==> src/sv/flx_pkg.sv <==
// Shared constants for the flux extremes tracker.
// Used by every module of the block; depends on nothing.
package flx_pkg;

    localparam int DataWidthDefault = 32;
    localparam int FracBitsDefault  = 16;

    // Threshold reset value in whole units (20.0).
    localparam int ThrResetInt = 20;

    // One record holds the five sample fields.
    localparam int NumFields = 5;
    localparam int F_DENS    = 0;
    localparam int F_U       = 1;
    localparam int F_V       = 2;
    localparam int F_X       = 3;
    localparam int F_Y       = 4;

    // Extreme slots, in output order.
    localparam int NumSlots = 4;
    localparam int SlotW    = 2;
    localparam int CntW     = 3;
    localparam int S_UMAX   = 0;
    localparam int S_UMIN   = 1;
    localparam int S_VMAX   = 2;
    localparam int S_VMIN   = 3;

endpackage

==> src/sv/flx_track.sv <==
// Running extremes and their sample records for the flux extremes tracker.
// Depends on flx_pkg for the record layout and slot codes.
module flx_track #(
    parameter int DATA_WIDTH = flx_pkg::DataWidthDefault
) (
    input  logic                   i_clk,
    input  logic                   i_rst_n,
    input  logic                   i_take,
    input  logic                   i_end,
    input  logic                   i_gt,
    input  logic signed [2*DATA_WIDTH-1:0] i_uflux,
    input  logic signed [2*DATA_WIDTH-1:0] i_vflux,
    input  logic [flx_pkg::NumFields-1:0][DATA_WIDTH-1:0] i_samp,
    output logic                   o_load,
    output logic [flx_pkg::NumSlots-1:0][flx_pkg::NumFields-1:0][DATA_WIDTH-1:0] o_rec
);

    logic r_seeded;
    logic signed [2*DATA_WIDTH-1:0] r_umax, r_umin, r_vmax, r_vmin;
    logic signed [2*DATA_WIDTH-1:0] n_umax, n_umin, n_vmax, n_vmin;
    logic [flx_pkg::NumSlots-1:0][flx_pkg::NumFields-1:0][DATA_WIDTH-1:0] r_rec, n_rec;

    always_comb begin
        n_rec  = r_rec;
        n_umax = r_umax;
        n_vmax = r_vmax;
        // The first sample of a set seeds both minima before any compare.
        n_umin = r_seeded ? r_umin : i_uflux;
        n_vmin = r_seeded ? r_vmin : i_vflux;
        if (i_gt) begin
            if (i_uflux > r_umax) begin
                n_umax = i_uflux;
                n_rec[flx_pkg::S_UMAX] = i_samp;
            end else if (i_uflux < n_umin) begin
                n_umin = i_uflux;
                n_rec[flx_pkg::S_UMIN] = i_samp;
            end
            if (i_vflux > r_vmax) begin
                n_vmax = i_vflux;
                n_rec[flx_pkg::S_VMAX] = i_samp;
            end else if (i_vflux < n_vmin) begin
                n_vmin = i_vflux;
                n_rec[flx_pkg::S_VMIN] = i_samp;
            end
        end
    end

    assign o_load = i_take && i_end;
    assign o_rec  = n_rec;

    always_ff @(posedge i_clk) begin
        if (!i_rst_n || o_load) begin
            r_seeded <= 1'b0;
            r_umax   <= '0;
            r_umin   <= '0;
            r_vmax   <= '0;
            r_vmin   <= '0;
            r_rec    <= '0;
        end else if (i_take) begin
            r_seeded <= 1'b1;
            r_umax   <= n_umax;
            r_umin   <= n_umin;
            r_vmax   <= n_vmax;
            r_vmin   <= n_vmin;
            r_rec    <= n_rec;
        end
    end

endmodule

==> config.mk <==
export PLATFORM = sky130hd
export DESIGN_NAME = flx_track
export DESIGN_NICKNAME = d
export VERILOG_FILES = /design/src/sv/flx_pkg.sv /design/src/sv/flx_track.sv
export SDC_FILE = /design/constraint.sdc
export NUM_CORES = 2
export LEC_CHECK = 0
export ABC_AREA = 1
export ABC_CLOCK_PERIOD_IN_PS = 3750
export BUFFER_PORTS_ARGS = -buffer_cell sky130_fd_sc_hd__buf_2
export CELL_PAD_IN_SITES_DETAIL_PLACEMENT = 1
export CELL_PAD_IN_SITES_GLOBAL_PLACEMENT = 1
export CORE_MARGIN = 2
export CORE_UTILIZATION = 35
export DETAILED_ROUTE_END_ITERATION = 6
export GPL_TIMING_DRIVEN = 1
export HOLD_SLACK_MARGIN = 0.03
export PLACE_DENSITY = 0.8
export REMOVE_ABC_BUFFERS = 1
export SLEW_MARGIN = 10
export SYNTH_ARGS = -nofsm -noshare
export SYNTH_HDL_FRONTEND = slang
export SYNTH_SLANG_ARGS = --single-unit
==> constraint.sdc <==
create_clock -name i_clk -period 3.75 [get_ports i_clk]
set_input_delay 0.9375 -clock i_clk [delete_from_list [all_inputs] [get_ports i_clk]]
set_output_delay 0.9375 -clock i_clk [all_outputs]
set_load 0.05 [all_outputs]
==> impl_metrics.yaml <==
outcome:
  outcome: "finished, violations left"
  violations_in_the_final_reports: "design-rule violations, max-capacitance violations, max-slew violations, negative setup slack"
min_path:
  holdPathStages: 2
  min-delay-path-class: "register to register"
  whs_endpoint: "r_rec[457]"
  min-delay-start: "r_rec[457]"
worst_setup_path:
  cpMostUsedCell: "nand2_1"
  crit_chain: "buf_2 > buf_4 > ha_1 > a21oi_1 > o21a_1 > nand2_1 > nand2_1 > nand2_1 > a21oi_1 > buf_4 > nand3_1 > nand2_1 > buf_4 > nor3_4 > buf_12 > buf_12 > o21ai_0 > buf_2"
  worstReg2RegStart: "r_seeded"
  path_max_fanout: 31
  critPathRequiredTime_ns: 2.81
  criticalPathCategory: "primary input to output pin"
  worstRegToRegCells: 38
  setup.worst_path.start_class: "primary input"
  reg2reg_to: "r_rec[492]"
  critical_path.slowest_cell: "o21ai_0"
  r2r_setup_slack_ns: -1.90
  timing.critical_path.slowest_cell_delay_ns: 1.32
  critPathCaptureType: "output pin"
  arrival_ns: 5.23
yosys:
  synth.cell_area_sq_um: 48530
  synth_area_per_cell_sq_um: 6.456
  synth.area.top_cells: "dfxtp_1 (37%), nand2_1 (13%), o21ai_0 (10%), inv_1 (7.5%), a21oi_1 (7.3%)"
  synthesis.instances: 7518
  synth_seq_area_share_pct: 37.00
  postSynth.asyncResetShare_pct: 0
  synthesis.yosys.warnings: 0
  synth.ff_latch_count: 897
  synth_top_cell_area_share_pct: 37.00
  post-synth-top-area-cell: "dfxtp_1"
  synth_edf_count: 0
  postSynth.topFlopCell: "dfxtp_1"
  synth_cell_type_count: 39
clock_network:
  cts_root_buffer: "clkbuf_16"
  cts.htree.levels: 3
  clock_sink_count: 897
  tritoncts: "done"
  worst_skew_pair.late_latency_ns: 0.77
  numCtsBuffers: 106
  clk_pin_slew_ns: 0.06
  clockBufferDepth: 3
routing:
  wirelength_microns: 279000
  count_of_antenna_violating_nets_left_after_detailed_routing: 0
  via_per_inst: 5.711
  detail_route.drc_violations: 2
  drt_pass1_iterations: 7
  starting_drt_drc_count: 5345
  routed_wire_length_per_instance_microns: 25.75
  detailroute.via_count: 61888
final_layout:
  fin_nets: 9460
  layout.cells.non_filler: 10837
  multi_input_comb_area_sq_um: 25840
  final_layout_size_suffix_gt1_share_pct: 24.87
  areaGrowthSynthToFinish_pct: 47.75
  nFillCells: 17246
  sequential_cell_area_sq_um: 17960
flow_run:
  timing.max_cap.violations: 2
power_and_ir_drop:
  static-leakage-power_nw: 34.74
  power.ir.vdd_worst_v: 0.0004215
  power.density_nw_per_um2: 509.9
global_routing:
  globalRouteOverflowTotal: 0
  via_count_of_the_first_global_routing_pass: 64933
  grt_max_degree: 154
  grt_pass1_wl_microns: 398800
  globalRouteTotalUtil_pct: 36.56
  antenna_found_initial: 49
sta:
  final.setup.worst_slack_ns: -2.420
  final_period_minus_worst_setup_slack_ns: 6.170
  timing.slew.headroom_pct: -37.96
  finalSetupViolations: 916
  worstMarginPinSlew_ns: 2.048
  setup_repair_after_global_routing_missed_its_margin: "true"
  timing_max_transition_violations_final: 3
  finClkSkew_ns: 0.04932
  final_worst_path_cycle_share_pct: 164.5
  setup_total_negative_slack_ns: -903.08
  max_clock_freq_mhz: 162.1
  hold_viol: 0
place:
  post-place-cells: 10427
  gp_congestion: 0.9224
  port_buffers: 933
  post-dp-hpwl_microns: 164100
die:
  core_area_sq_um: 137500
  dieArea_sq_um: 141700
  top_level_i_o_count: 934
  die_width_microns: 376.4
  fp.dieH_microns: 376.4
  placementRows: 136
  floorplan.initialDensity_pct: 35.30
==> layer usage <==
layer / track usage [%] / wire (microns)
met2: 59.50 / 125900
met3: 11.68 / 26660
met4: 29.96 / 27560
met1: 38.75 / 98620
met5: 0.5832 / 284
==> worst max-delay path, delay by kind of cell <==
family / cells / cell delay (ns)
AND/OR/NAND/NOR: 6 / 0.44
AO/OA/AOI/OAI: 4 / 1.98
adder cells (fa/ha/maj): 1 / 0.33
buffers and inverters: 7 / 1.48
==> registers in the layout (all words and copies together), names as in the netlist <==
register / count
r_vmax: 64
r_seeded: 1
r_umin: 64
r_vmin: 64
r_umax: 64
r_rec: 640
==> layout make-up <==
cell class,instances,share of cell area (%)
multi-input combinational,5136,36.03
timing repair buffer,1804,25.24
sequential,897,25.05
inverter,968,5.099
clock buffer,146,4.275
tap,1794,3.130
clock inverter,52,1.035
antenna,40,0.1396
==> through the flow <==
stage / util (%) / power (W) / instance area (sq um) / hold slack [ns] / setup slack (ns)
2_1_floorplan: - / 0.01712 / 46350 / 0.4239 / -17.19
3_3_place_gp: 46.47 / 0.02256 / 63900 / 0.4314 / -1.211
3_5_place_dp: 46.47 / 0.02296 / 63900 / 0.4384 / -1.350
4_1_cts: 51.56 / 0.03544 / 70890 / 0.4480 / -1.491
5_1_grt: 52.14 / 0.03756 / 71680 / 0.4689 / -2.399
6_report: 52.15 / 0.03656 / 71710 / 0.4486 / -2.420
==> placed cells by master (no fill, tap or decap), drive strengths merged, types with 40 or more instances in the layout <==
cell    instances
diode          40
ha            254
nor2          708
nand2        1712
a21oi         711
clkbuf        147
inv           969
buf          1800
nand3         411
o21ai        1275
dfxtp         897
==> cell usage after synthesis, drive strengths merged, types with 2 or more instances <==
cell type and instances:
nand2 1711, nand3 411, ha 254, o21ai 1275, nor2 708, clkinv 2
dfxtp 897, o21a 12, a21oi 711, buf 194, inv 966, nor4 4
nand4 25, clkbuf 324, nor3 14, a21o 3
==> cell families (layout without fill, tap and decap cells) <==
logic type,after synthesis,after routing,synth area share (%)
other,0,40,0
DFF,897,897,37.00
buffers and inverters,1486,2970,11.98
and+or+nand+nor,2876,2877,23.68
adders and majority gates,254,254,6.548
AOI/OAI and AO/OA,2005,2005,20.79
==> power by group <==
group	internal, W	switching, W
logic	0.00504	0.00943
clock network	0.00677	0.00488
registers	0.0101	0.000316
total	0.0219	0.0146
==> how the worst max path moves through the flow <==
| stage | cells after the start | slack [ns] | from | to |
|---|---|---|---|---|
| CTS | 22 | -1.49 | r_seeded | o_rec[234] |
| global placement | 20 | -1.21 | i_vflux[63] | o_rec[590] |
| global route | 18 | -2.40 | i_vflux[51] | o_rec[348] |
| finish | 18 | -2.42 | i_vflux[53] | o_rec[454] |
| detailed placement | 22 | -1.35 | i_vflux[60] | o_rec[611] |
| floorplan | 5 | -17.19 | i_end | r_vmax[21] |
==> timing repair <==
action / CTS / global route
cloned: 21 / 1
setup endpoints to repair: 950 / 1272
gates resized for setup: 505 / 176
pin swaps: 51 / 58
hold buffers: 0 / 0
buffers inserted: 135 / 26
Power figures use the tool's default switching activity.
